### src/rtl/core/wft_step_unit.sv
module wft_step_unit #(
   parameter int WIDTH = 11
) (
   input  logic [WIDTH-1:0] operand,
   input  logic             decrement,
   output logic [WIDTH-1:0] result,
   output logic             result_zero
);

   // Shared increment/decrement with zero detect on the result
   always_comb begin
      if (decrement) begin
         result = operand - WIDTH'(1);
      end else begin
         result = operand + WIDTH'(1);
      end
      result_zero = (result == '0);
   end

endmodule

### config.mk
export PLATFORM = sky130hd
export DESIGN_NAME = wft_step_unit
export DESIGN_NICKNAME = d
export VERILOG_FILES = /design/src/rtl/core/wft_step_unit.sv
export SDC_FILE = /design/constraint.sdc
export NUM_CORES = 1
export LEC_CHECK = 0
export BUFFER_PORTS_ARGS = -buffer_cell sky130_fd_sc_hd__buf_2
export CORE_AREA = 3 3 40 42
export DETAILED_ROUTE_END_ITERATION = 6
export DIE_AREA = 0 0 43 45
export PLACE_DENSITY = 0.78
export SLEW_MARGIN = 5
export SYNTH_ARGS = -nofsm -noshare
export SYNTH_HDL_FRONTEND = slang
export SYNTH_SLANG_ARGS = --single-unit
export TNS_END_PERCENT = 100
### constraint.sdc
create_clock -name vclk -period 3.65
set_input_delay 0.365 -clock vclk [all_inputs]
set_output_delay 0.365 -clock vclk [all_outputs]
set_load 0.05 [all_outputs]
==> out/results.txt <==
Largest net degree at the start of global routing = 12
Max-Cap Viols = 0
Routed wire per std cell = 12.6 microns
Core area = 1280 sq um
First-pass GRT wire length = 2.21 mm
Worst VDD drop = 0.000104 V
Fin util = 53.1%
Cell taking the most area after synthesis = ha_1
Status = finished clean
CP Max Fanout = 11
Register area = 0 sq um
CP Launch Type = input port
Residual DRC = 0
Crit. Startpoint = decrement
Hold_sp = operand[0]
Die Y = 45 microns
Final critical-path required period = 3.16 ns
Hpwl dp = 1.15 mm
Buffers on Ports = 24
Worst slew margin = 75.8%
Worst setup margin = 0.494 ns
Final Hold Slack = 1.12 ns
Net Sw Power = 0.150 mW
Final instance area = 682 sq um
Layout Cells excl Fill = 108
Int Pwr = 0.0632 mW
Critical Path RT = 3.28 ns
FILL cells = 139
Final Power = 0.213 mW
Final TNS setup = 0 ns
Switching Fraction = 70.4%
Post-synthesis sequential area ratio = 0%
Placed cell count = 108
Placed Area = 682 sq um
I/O pin total = 24
Post-synthesis cell area = 528 sq um
Tcrit/Tclk final = 86.5%
Top post-synthesis cells by area = ha_1 (24%), a21oi_1 (6.6%), xnor2_1 (6.6%)
Number of vias per cell = 5.61
DRT antenna net count = 0
Top-count cell post-synth = ha_1
Total die area = 1940 sq um
Remaining Overflow, GRT = 0
Post-synth top cells = ha_1 (10), a21oi_1 (7), o21ai_0 (6)
Final setup fails = 0
RSZ-0062 raised after global routing = no
Final net count = 118
Sequential power share = 0%
CP arrival = 2.79 ns
Gate Count Post-Synth = 69
Initial antenna violation count = 0
GP Congestion = 0.836
Starting Density = 41.1%
Worst Max-Slew Pin Slew = 0.358 ns
Dpl ws = 0.506 ns
CLK BUF = 0
ANT cells = 0
DR WL met3 = 51 microns
Crit path kind = input port to output port
Via count = 606
Hold buffers post-CTS = 0
Synth top area share = 23.7%
FP Rows = 13
First-pass DRT Iterations = 4
Fin. Hold Viols = 0
YS warnings = 0
Net Count, Synth = 92
Wire length on met2 = 689 microns
Hold Crit Class = input port to output port
Crit end category = output port
Achievable Freq = 317 MHz
Top Metal Used = met3
Leak = 0.333 nW
Distinct cells, synth = 32
Synthesis-to-finish area growth = 29.1%
M1 wire length = 623 microns
DRT Wirelength = 1.37 mm
Final Max Tran Viols = 0
Post-CTS setup buffer count = 0
# resized after CTS = 0
Mapped Avg Cell Area = 7.65 sq um
Share of post-route cells with drive strength above 1 = 32.3%
Clock Power Share = 0%
Chip width = 43 microns
Num sequential = 0
Total GRT Usage = 14.1%
DR iter-0 viols = 14
Combinational Power Share = 100.0%
Vias in the first global route = 542
Power density cells = 313 nW/um^2
[worst max-delay path, stage by stage]
cell	delay (ns)
buf_2	0.22
inv_1	0.08
fa_1	0.39
and2b_1	0.27
o2111ai_1	0.15
nand3b_1	0.14
xor2_1	0.08
or4_1	0.58
nor4b_4	0.22
buf_2	0.29
[final timing paths]
kind,endpoint,cells past startpoint
max,result_zero,10
min,result[0],3
[cell families (layout without fill, tap and decap cells)]
family / Yosys count / in the layout / share of synthesized area [%]
compound gates: 30 / 30 / 37.9
simple gates: 17 / 17 / 20.1
fa+ha+maj: 11 / 11 / 27.5
xor+xnor: 7 / 7 / 11.6
buf+inv: 4 / 28 / 2.84
[cell usage in the layout, fill, tap and decap left out, types with 2 or more instances in the layout]
cell type and instances:
nor2_1 4, buf_2 24, a31oi_1 3, inv_1 4, nand2_1 2, xor2_1 3
a211oi_1 2, o21ai_0 6, nor3_1 2, xnor2_1 4, a21o_1 2, ha_1 10
a21oi_1 7
[power by group through the flow]
stage	clock, mW	combinational, mW	sequential (mW)
global placement	0	0.211	0
finish	0	0.213	0
floorplan	0	0.168	0
detailed placement	0	0.213	0
CTS	0	0.214	0
global route	0	0.229	0
[cell type report]
type,instances,area (sq um),area share [%]
timing repair buffer,24,120,17.6
multi-input combinational,65,528,77.4
inverter,4,15.0,2.20
tap,15,18.8,2.75
[routing by layer]
layer	track usage, %	up-vias
met4	0	0
met3	0	0
met2	28.1	12
met1	18.2	277
met5	0	-
li1	-	317
Power figures use the tool's default switching activity.
