==> config.mk <==
export PLATFORM = sky130hd
export DESIGN_NAME = wft_ram
export DESIGN_NICKNAME = d
export VERILOG_FILES = /design/src/rtl/core/wft_ram.sv
export SDC_FILE = /design/constraint.sdc
export NUM_CORES = 1
export LEC_CHECK = 0
export BUFFER_PORTS_ARGS = -buffer_cell sky130_fd_sc_hd__buf_2
export CORE_MARGIN = 1
export CORE_UTILIZATION = 60
export DETAILED_ROUTE_END_ITERATION = 10
export PLACE_DENSITY = 0.78
export SKIP_CTS_REPAIR_TIMING = 1
export SYNTH_ARGS = -nofsm -noshare
export SYNTH_HDL_FRONTEND = slang
export SYNTH_SLANG_ARGS = --single-unit
==> constraint.sdc <==
create_clock -name clock -period 2.1 [get_ports clock]
set_input_delay 0 -clock clock [delete_from_list [all_inputs] [get_ports clock]]
set_output_delay 0 -clock clock [all_outputs]
set_load 0.01 [all_outputs]
==> src/rtl/core/wft_ram.sv <==
module wft_ram #(
   parameter int WIDTH = 8,
   parameter int DEPTH = 16
) (
   input  logic                     clock,
   input  logic                     wr_en,
   input  logic [$clog2(DEPTH)-1:0] wr_addr,
   input  logic [WIDTH-1:0]         wr_data,
   input  logic [$clog2(DEPTH)-1:0] rd_addr,
   output logic [WIDTH-1:0]         rd_data
);

   logic [WIDTH-1:0] mem_ff [DEPTH];
   logic [WIDTH-1:0] rd_data_ff;

   // Write port and registered read port
   always_ff @(posedge clock) begin
      if (wr_en) begin
         mem_ff[wr_addr] <= wr_data;
      end
      rd_data_ff <= mem_ff[rd_addr];
   end

   assign rd_data = rd_data_ff;

endmodule

==> impl_metrics.ini, run 1 <==
[synth]
synth_cell_types = 19
synth_area_leader_cell = edfxtp_1
synth_nets = 247
synth_top_area_share = 0.7467
ys_top_cells_by_count = edfxtp_1, mux4_2, a22oi_1
synth_cells = 229
synthFlopType = edfxtp_1
seq_area_frac_synth = 0.7778
synth_async_sr_flop_share = 0
synth_edf_count = 128
yosysMostFrequentCell = edfxtp_1
ys_warn_count = 0
syn_area_per_cell_um2 = 22.48
synth_area_mm2 = 0.005147
synth-seq-cells = 136
yosys-top-cells-area = edfxtp_1, mux4_2, mux4_1

[hold_path]
min_path_type = in2reg

[timing]
fin_tns_setup_ps = 0
slew_violations = 0
max_freq_mhz = 688.3
post-route-min-period_ps = 1453
grt_setup_unrepaired = false
finalCritPeriodShare = 0.6918
fin_skew_ps = 7.243
setup_viol = 0
hold_viol = 0
worstMarginPinSlew_ps = 710.5
fin_ws_ps = 647.2
slew_headroom = 0.5254

[critical_path]
worstSetupEndpoint = rd_data[3]
r2r_start = mem_ff[1][3]
critPathMaxFanout = 1
crit_path_top_delay_cell = mux4_1
r2r_slack_ps = 650
worstSetupPathType = reg2reg
end_kind = flop
r2r-end = rd_data[3]
crit_arrival_ps = 1840
slowest_delay_ps = 540
cp.required_ps = 2490
crit_chain = mux4_1 > a22oi_1 > nand2_1
crit_cells = 3
cp-startpoint = mem_ff[1][3]
critPathBufInv = 0
startpoint_type = flop
crit_family = multiplexers
r2r_cells = 3

[power]
ir_worst_vdd_v = 0.0005920
pwr_density_cell_mw_per_mm2 = 1001
leakage_nw = 2.087

[status]
run_status = finished clean

[global_routing]
grt_pass1_vias = 2382
track_usage = 0.2336
gr-max-usage-layer = met1
use_met3 = 0.06763
overflow = 0
grt_util_met2 = 0.3375
grt_max_degree = 33
grt_pass1_wl_mm = 13.83
antenna_found_initial = 0
grtUsageMet1 = 0.3378

[floorplanning]
row_count = 33
die_area_mm2 = 0.008954
fp.dieW_um = 94.63
io_pins = 26
core_mm2 = 0.008258
die_h_um = 94.63
start_util = 0.6233

[cts]
tritoncts = built
cts_root_buf = clkbuf_8
worstSkewPairLatency_ps = 510
numClockSinks = 136
h-tree-depth = 4
clk_pin_slew_ps = 60
cts_max_path_buffers = 2
numCtsBuffers = 17

[placement]
dp_hpwl_mm = 5.670
finalWeightedCongestion = 0.7470
pre_cts_slack_ps = 540.6
portBuffers = 25

[routing]
routed_via_density = 6.049
drc = 0
postRouteAntennaNets = 0
routed_wirelength_mm = 9.432
vias = 2456
wl_per_cell_um = 23.23
initialDrtViolationCount = 189
drtPass1Iterations = 4

[cells_and_area]
diodes = 0
area_delta_synth_final_pct = 18.86
drive_gt1_frac = 0.3056
nNetsFinal = 306

[flow_run]
maxCapViolCount = 0
-- metal layers --
| layer | wire [um] | vias to the layer above |
|---|---|---|
| li1 | - | 1090 |
| met1 | 4231 | 1270 |
| met5 | 0 | - |
| met4 | 93 | 0 |
| met2 | 4564 | 87 |
| met3 | 543 | 9 |
-- through the flow --
stage               instances  hold WS, ps  total power, W  cell area, um2    util
finish                    406        36.24        0.006122            6118  0.7409
global route              406        27.82        0.006296            6118  0.7409
CTS                       398       -142.4        0.006143            6038  0.7312
detailed placement        366        394.2        0.003386            5470  0.6624
global placement          366        378.9        0.003377            5470  0.6624
floorplan                 229        98.87        0.003267            5147       -
-- cell usage in the layout, fill, tap and decap left out --
cell and n:
inv_6 2, clkinv_2 2, clkbuf_8 1, and2b_1 1, dlygate4sd3_1 8, nor3_1 4, and2_1 1, nor2b_1 1
buf_2 25, a22oi_1 16, clkinv_4 2, clkbuf_16 16, dfxtp_1 8, nor2_1 13, mux4_1 14, mux4_2 18
nand3b_1 2, clkinvlp_4 6, nand2_1 9, or3b_2 1, nand3_1 1, edfxtp_1 128, bufinv_16 2, nand2b_1 2
buf_12 2, buf_4 15, clkbuf_1 1
-- flip-flops by register name (all words and copies together), names as in the netlist --
register	count
mem_ff	128
rd_data	8
-- final cells by class --
| type | count | area, um2 |
|---|---|---|
| clock buffer | 18 | 417.9 |
| multi-input combinational | 83 | 1057 |
| fill | 470 | 2140 |
| clock inverter | 14 | 150.1 |
| sequential | 136 | 4004 |
| tap | 105 | 131.4 |
| timing repair buffer | 50 | 357.8 |
-- where the power goes --
part           internal [W]  leakage, nW  switching [W]
Clock               0.00169        0.260        0.00109
Sequential          0.00303         1.22      0.0000152
Combinational      0.000130        0.603       0.000163
-- worst min-delay path by stage --
stage	from	to	slack, ps	depth (start not counted)
CTS	wr_data[2]	mem_ff[5][2]	-140	1
floorplan	wr_data[0]	mem_ff[0][0]	100	0
global placement	wr_data[6]	mem_ff[6][6]	380	1
detailed placement	rd_data[1]	rd_data[1]	390	1
global route	wr_addr[3]	mem_ff[1][5]	30	3
finish	wr_addr[2]	mem_ff[1][2]	40	3
-- logic make-up after synthesis --
family          count (synthesis)  synth area share
simple gates                   35           0.03184
buf+inv                        10           0.01677
mux                            32            0.1502
compound gates                 16           0.02334
flops                         136            0.7778
-- tightest hold or removal path, delay by kind of cell --
kind                   cells  cell delay (ps)
AND/OR/NAND/NOR            2              250
buffers and inverters      1              100
(Power assumes the default switching activity.)
==> run 2, diff against run 1 <==
--- a/config.mk
+++ b/config.mk
@@ -5,11 +5,12 @@
 export SDC_FILE = /design/constraint.sdc
 export NUM_CORES = 1
 export LEC_CHECK = 0
+export ABC_AREA = 1
 export BUFFER_PORTS_ARGS = -buffer_cell sky130_fd_sc_hd__buf_2
 export CORE_MARGIN = 1
-export CORE_UTILIZATION = 60
+export CORE_UTILIZATION = 61
 export DETAILED_ROUTE_END_ITERATION = 10
-export PLACE_DENSITY = 0.78
+export PLACE_DENSITY = 0.79
 export SKIP_CTS_REPAIR_TIMING = 1
 export SYNTH_ARGS = -nofsm -noshare
 export SYNTH_HDL_FRONTEND = slang
==> constraint.sdc (replaced) <==
create_clock -name clock -period 1.35 [get_ports clock]
set_input_delay 0 -clock clock [delete_from_list [all_inputs] [get_ports clock]]
set_output_delay 0 -clock clock [all_outputs]
set_load 0.01 [all_outputs]
==> impl_metrics.ini, run 2 <==
[global_routing]
overflow = 0
grt_pass1_vias = 3914
grt_pass1_wl_mm = 20.39
track_usage = 0.2897
antenna_found_initial = 0
grt_max_degree = 65

[placement]
finalWeightedCongestion = 0.8499
placed_area_mm2 = 0.006087
dp_hpwl_mm = 7.556
portBuffers = 25

[cells_and_area]
stdcell_area_mm2 = 0.006748
drive_gt1_frac = 0.1287
final_cell_mix = nand2_1, edfxtp_1, inv_1
diodes = 0
multi_input_area_mm2 = 0.001214
n_fill_cell = 564
max_flop_register = mem_ff
largest_reg_flops = 128
final_common_cell = nand2_1
area_delta_synth_final_pct = 17.01
nNetsFinal = 621
seqCellArea_mm2 = 0.004004

[timing]
fin_skew_ps = 6.606
grt_setup_unrepaired = false
post-route-min-period_ps = 1085
slew_violations = 0
worstMarginPinSlew_ps = 350.5
slew_headroom = 0.7663
max_freq_mhz = 921.4
finalCritPeriodShare = 0.8039
fin_tns_setup_ps = 0
hold_viol = 0
setup_viol = 0

[synth]
synth_area_leader_cell = edfxtp_1
synth_area_mm2 = 0.005767
synth_top_area_share = 0.6665
ys_warn_count = 0
synth_cell_types = 12
ys_top_cells_by_count = nand2_1, edfxtp_1, inv_1
synth_nets = 569
synthFlopType = edfxtp_1
syn_area_per_cell_um2 = 10.47
synth_async_sr_flop_share = 0
synth_cells = 551
yosysMostFrequentCell = nand2_1
synth-seq-cells = 136
synth_edf_count = 128
yosys-top-cells-area = edfxtp_1, nand2_1, nand3_1
seq_area_frac_synth = 0.6943

[hold_path]
hold_end = rd_data[2]
whs_path_depth = 5
min_from = rd_addr[2]
min_path_type = in2reg

[floorplanning]
start_util = 0.6271
fp.dieW_um = 99.23
io_pins = 26
core_mm2 = 0.009196
die_area_mm2 = 0.009847
die_h_um = 99.23
row_count = 35

[power]
combPwrFrac = 0.063
p_seq_frac = 0.483
ir_worst_vdd_v = 0.0009777
sw_frac_of_total = 0.2165
finalPower_w = 0.009826
leakage_nw = 2.960
p_int_w = 0.007699
pwr_density_cell_mw_per_mm2 = 1456
power.share.clock = 0.454
switching_power_w = 0.002127

[critical_path]
r2r-end = rd_data[0]
cp.required_ps = 1770
worstSetupPathType = reg2reg
critPathMaxFanout = 1
crit_arrival_ps = 1500
startpoint_type = flop
r2r_start = mem_ff[8][0]
end_kind = flop
r2r_cells = 6
r2r_slack_ps = 260

[cts]
numCtsBuffers = 17
clk_pin_slew_ps = 60
cts_max_path_buffers = 2
worstSkewPairLatency_ps = 530
tritoncts = built
cts_root_buf = clkbuf_8
numClockSinks = 136
h-tree-depth = 4

[routing]
postRouteAntennaNets = 0
drtPass1Iterations = 6
routed_wirelength_mm = 13.03
drc = 0
wl_per_cell_um = 17.97
routed_via_density = 5.662
initialDrtViolationCount = 722
vias = 4105

[flow_run]
maxCapViolCount = 0

[status]
run_status = finished clean
==> run 2: per-stage QoR <==
step | util | setup slack [ps] | instances | hold WS, ps
global route | 0.7337 | 242.0 | 725 | 70.06
finish | 0.7337 | 264.7 | 725 | 50.28
detailed placement | 0.6619 | 170.2 | 686 | 372.9
CTS | 0.7239 | 262.6 | 716 | -176.9
floorplan | - | 399.2 | 551 | 98.87
global placement | 0.6619 | 208.9 | 686 | 369.3
==> run 2: worst max path at each step <==
| stage | depth (start not counted) | from | slack, ps | end |
|---|---|---|---|---|
| 2_1_floorplan | 2 | wr_addr[2] | 400 | mem_ff[10][0] |
| 3_3_place_gp | 8 | rd_addr[0] | 210 | rd_data[2] |
| 3_5_place_dp | 8 | rd_addr[0] | 170 | rd_data[3] |
| 4_1_cts | 6 | mem_ff[8][0] | 260 | rd_data[0] |
| 5_1_grt | 6 | mem_ff[8][0] | 240 | rd_data[0] |
| 6_report | 6 | mem_ff[8][0] | 260 | rd_data[0] |
==> run 2: cells by family (layout without fill, tap and decap cells) <==
family | Yosys count | count (layout) | share of synthesized area
and+or+nand+nor | 289 | 289 | 0.2105
buffers and inverters | 126 | 189 | 0.09525
DFF | 136 | 136 | 0.6943
==> run 2: metal layers <==
layer,GRT usage,wire (um),vias to the layer above
li1,-,-,1883
met1,0.3903,5060,1891
met2,0.4396,6101,288
met3,0.05903,1402,43
met4,0.1765,464,0
met5,0,0,-
==> run 2: critical path: stages, from the launching register on <==
cell and delay, ps:
edfxtp_1 380, inv_1 90, nand2_1 70, nand3_1 100, nand3_1 110, nand3_1 150, nand2_1 70
==> run 2: final cells by class <==
type	instances	area share
well taps	111	0.02058
clock inverters	13	0.02318
multi-input cells	289	0.1799
inverters	102	0.05674
clock buffers	17	0.06138
flip-flops and latches	136	0.5934
repair buffers	57	0.06490
==> run 2: power by group through the flow <==
stage	registers [W]	clock network, W	logic [W]
2_1_floorplan	0.00484	0	0.000333
3_3_place_gp	0.00483	0	0.000568
3_5_place_dp	0.00483	0	0.000587
4_1_cts	0.00475	0.00447	0.000596
5_1_grt	0.00475	0.00464	0.000681
6_report	0.00475	0.00446	0.000622
==> run 3, diff against run 2 <==
--- a/config.mk
+++ b/config.mk
@@ -5,12 +5,12 @@
 export SDC_FILE = /design/constraint.sdc
 export NUM_CORES = 1
 export LEC_CHECK = 0
-export ABC_AREA = 1
+export ABC_AREA = 0
 export BUFFER_PORTS_ARGS = -buffer_cell sky130_fd_sc_hd__buf_2
 export CORE_MARGIN = 1
-export CORE_UTILIZATION = 61
+export CORE_UTILIZATION = 60
 export DETAILED_ROUTE_END_ITERATION = 10
-export PLACE_DENSITY = 0.79
+export PLACE_DENSITY = 0.78
 export SKIP_CTS_REPAIR_TIMING = 1
 export SYNTH_ARGS = -nofsm -noshare
 export SYNTH_HDL_FRONTEND = slang
==> constraint.sdc (replaced) <==
create_clock -name clock -period 1 [get_ports clock]
set_input_delay 0 -clock clock [delete_from_list [all_inputs] [get_ports clock]]
set_output_delay 0 -clock clock [all_outputs]
set_load 0.01 [all_outputs]
==> impl_metrics.ini, run 3 (synthesis results as in run 1) <==
[critical_path]
critPathBufInv = 0
crit_path_top_delay_cell = mux4_2
startpoint_type = flop
critPathMaxFanout = 1
end_kind = flop
crit_arrival_ps = 1700
crit_chain = mux4_2 > a22oi_2 > nand2_1
worstSetupPathType = reg2reg
cp.required_ps = 1390
slowest_delay_ps = 490
crit_family = multiplexers

[floorplanning]
row_count = 33
die_area_mm2 = 0.008954
fp.dieW_um = 94.63
start_util = 0.6233
die_h_um = 94.63
core_mm2 = 0.008258
io_pins = 26

[routing]
routed_via_density = 6.264
routed_wirelength_mm = 10.67
drtPass1Iterations = 6
initialDrtViolationCount = 240
wl_per_cell_um = 25.40
vias = 2631
postRouteAntennaNets = 0
drc = 0

[power]
leakage_nw = 2.156
finalPower_w = 0.01338
ir_worst_vdd_v = 0.001485
pwr_density_cell_mw_per_mm2 = 2098

[cells_and_area]
max_flop_register = mem_ff
diodes = 0
multi_input_area_mm2 = 0.001099
drive_gt1_frac = 0.4444
nNetsFinal = 320
seqCellArea_mm2 = 0.004008
area_delta_synth_final_pct = 23.89
final_common_cell = edfxtp_1
final_cell_mix = edfxtp_1, mux4_2, buf_4
fin_cells = 420
n_fill_cell = 431
largest_reg_flops = 128

[cts]
worstSkewPairLatency_ps = 510
h-tree-depth = 4
cts_root_buf = clkbuf_8
tritoncts = built
numClockSinks = 136
clk_pin_slew_ps = 60
numCtsBuffers = 17
cts_max_path_buffers = 2

[flow_run]
maxCapViolCount = 0

[placement]
dp_hpwl_mm = 6.686
pre_cts_slack_ps = -386.4
portBuffers = 25
finalWeightedCongestion = 0.7993
dp_cells = 380

[timing]
slew_violations = 0
grt_setup_unrepaired = true
post-route-min-period_ps = 1308
worstMarginPinSlew_ps = 934.6
max_freq_mhz = 764.5
fin_ws_ps = -308.1
setup_viol = 8
hold_viol = 0
finalCritPeriodShare = 1.308
fin_skew_ps = 6.901
holdWs_ps = 55.72
slew_headroom = 0.3757

[global_routing]
overflow = 0
grt_pass1_wl_mm = 15.90
antenna_found_initial = 0
grt_max_degree = 23
track_usage = 0.2705
grt_pass1_vias = 2660

[status]
run_status = complete, but fails checks
violations = setup timing

[hold_path]
min_path_type = in2reg
run 3: stage by stage:
stage	util	instance area, um2	TNS, ps
2_1_floorplan	-	5146	-2080
3_3_place_gp	0.6826	5637	-18460
3_5_place_dp	0.6826	5637	-22100
4_1_cts	0.7555	6238	-2555
5_1_grt	0.7723	6377	-2483
6_report	0.7723	6377	-2170
run 3: path summary, 6_finish.rpt:
path	from	end	slack (ps)	cells past startpoint
worst max-delay path	mem_ff[11][3]	rd_data[3]	-310	3
worst min-delay path	wr_addr[3]	mem_ff[2][0]	60	3
worst max register to register	mem_ff[11][3]	rd_data[3]	-310	3
worst min register to register	mem_ff[12][6]	rd_data[6]	670	3
run 3: final cells by class:
class                           count  area share
Clock buffer                       18     0.06710
Clock inverter                     14     0.02727
Multi-Input combinational cell     83      0.1723
Sequential cell                   136      0.6284
Tap cell                          105     0.02060
Timing Repair Buffer               64     0.08436
run 3: power by group:
group          internal (W)  switching [W]
Clock               0.00388        0.00234
Sequential          0.00638      0.0000444
Combinational      0.000349       0.000393
Total                0.0106        0.00278
run 3: worst min-delay path, cell delays in order:
cell,delay (ps)
buf_2,90
or3b_4,190
nor2_4,100
run 3: routing by layer:
metal | vias to the layer above | GRT usage | wire (um)
li1 | 1112 | - | -
met1 | 1353 | 0.3752 | 4202
met2 | 149 | 0.4287 | 5498
met3 | 17 | 0.05958 | 820
met4 | 0 | 0.09848 | 148
met5 | - | 0 | 0
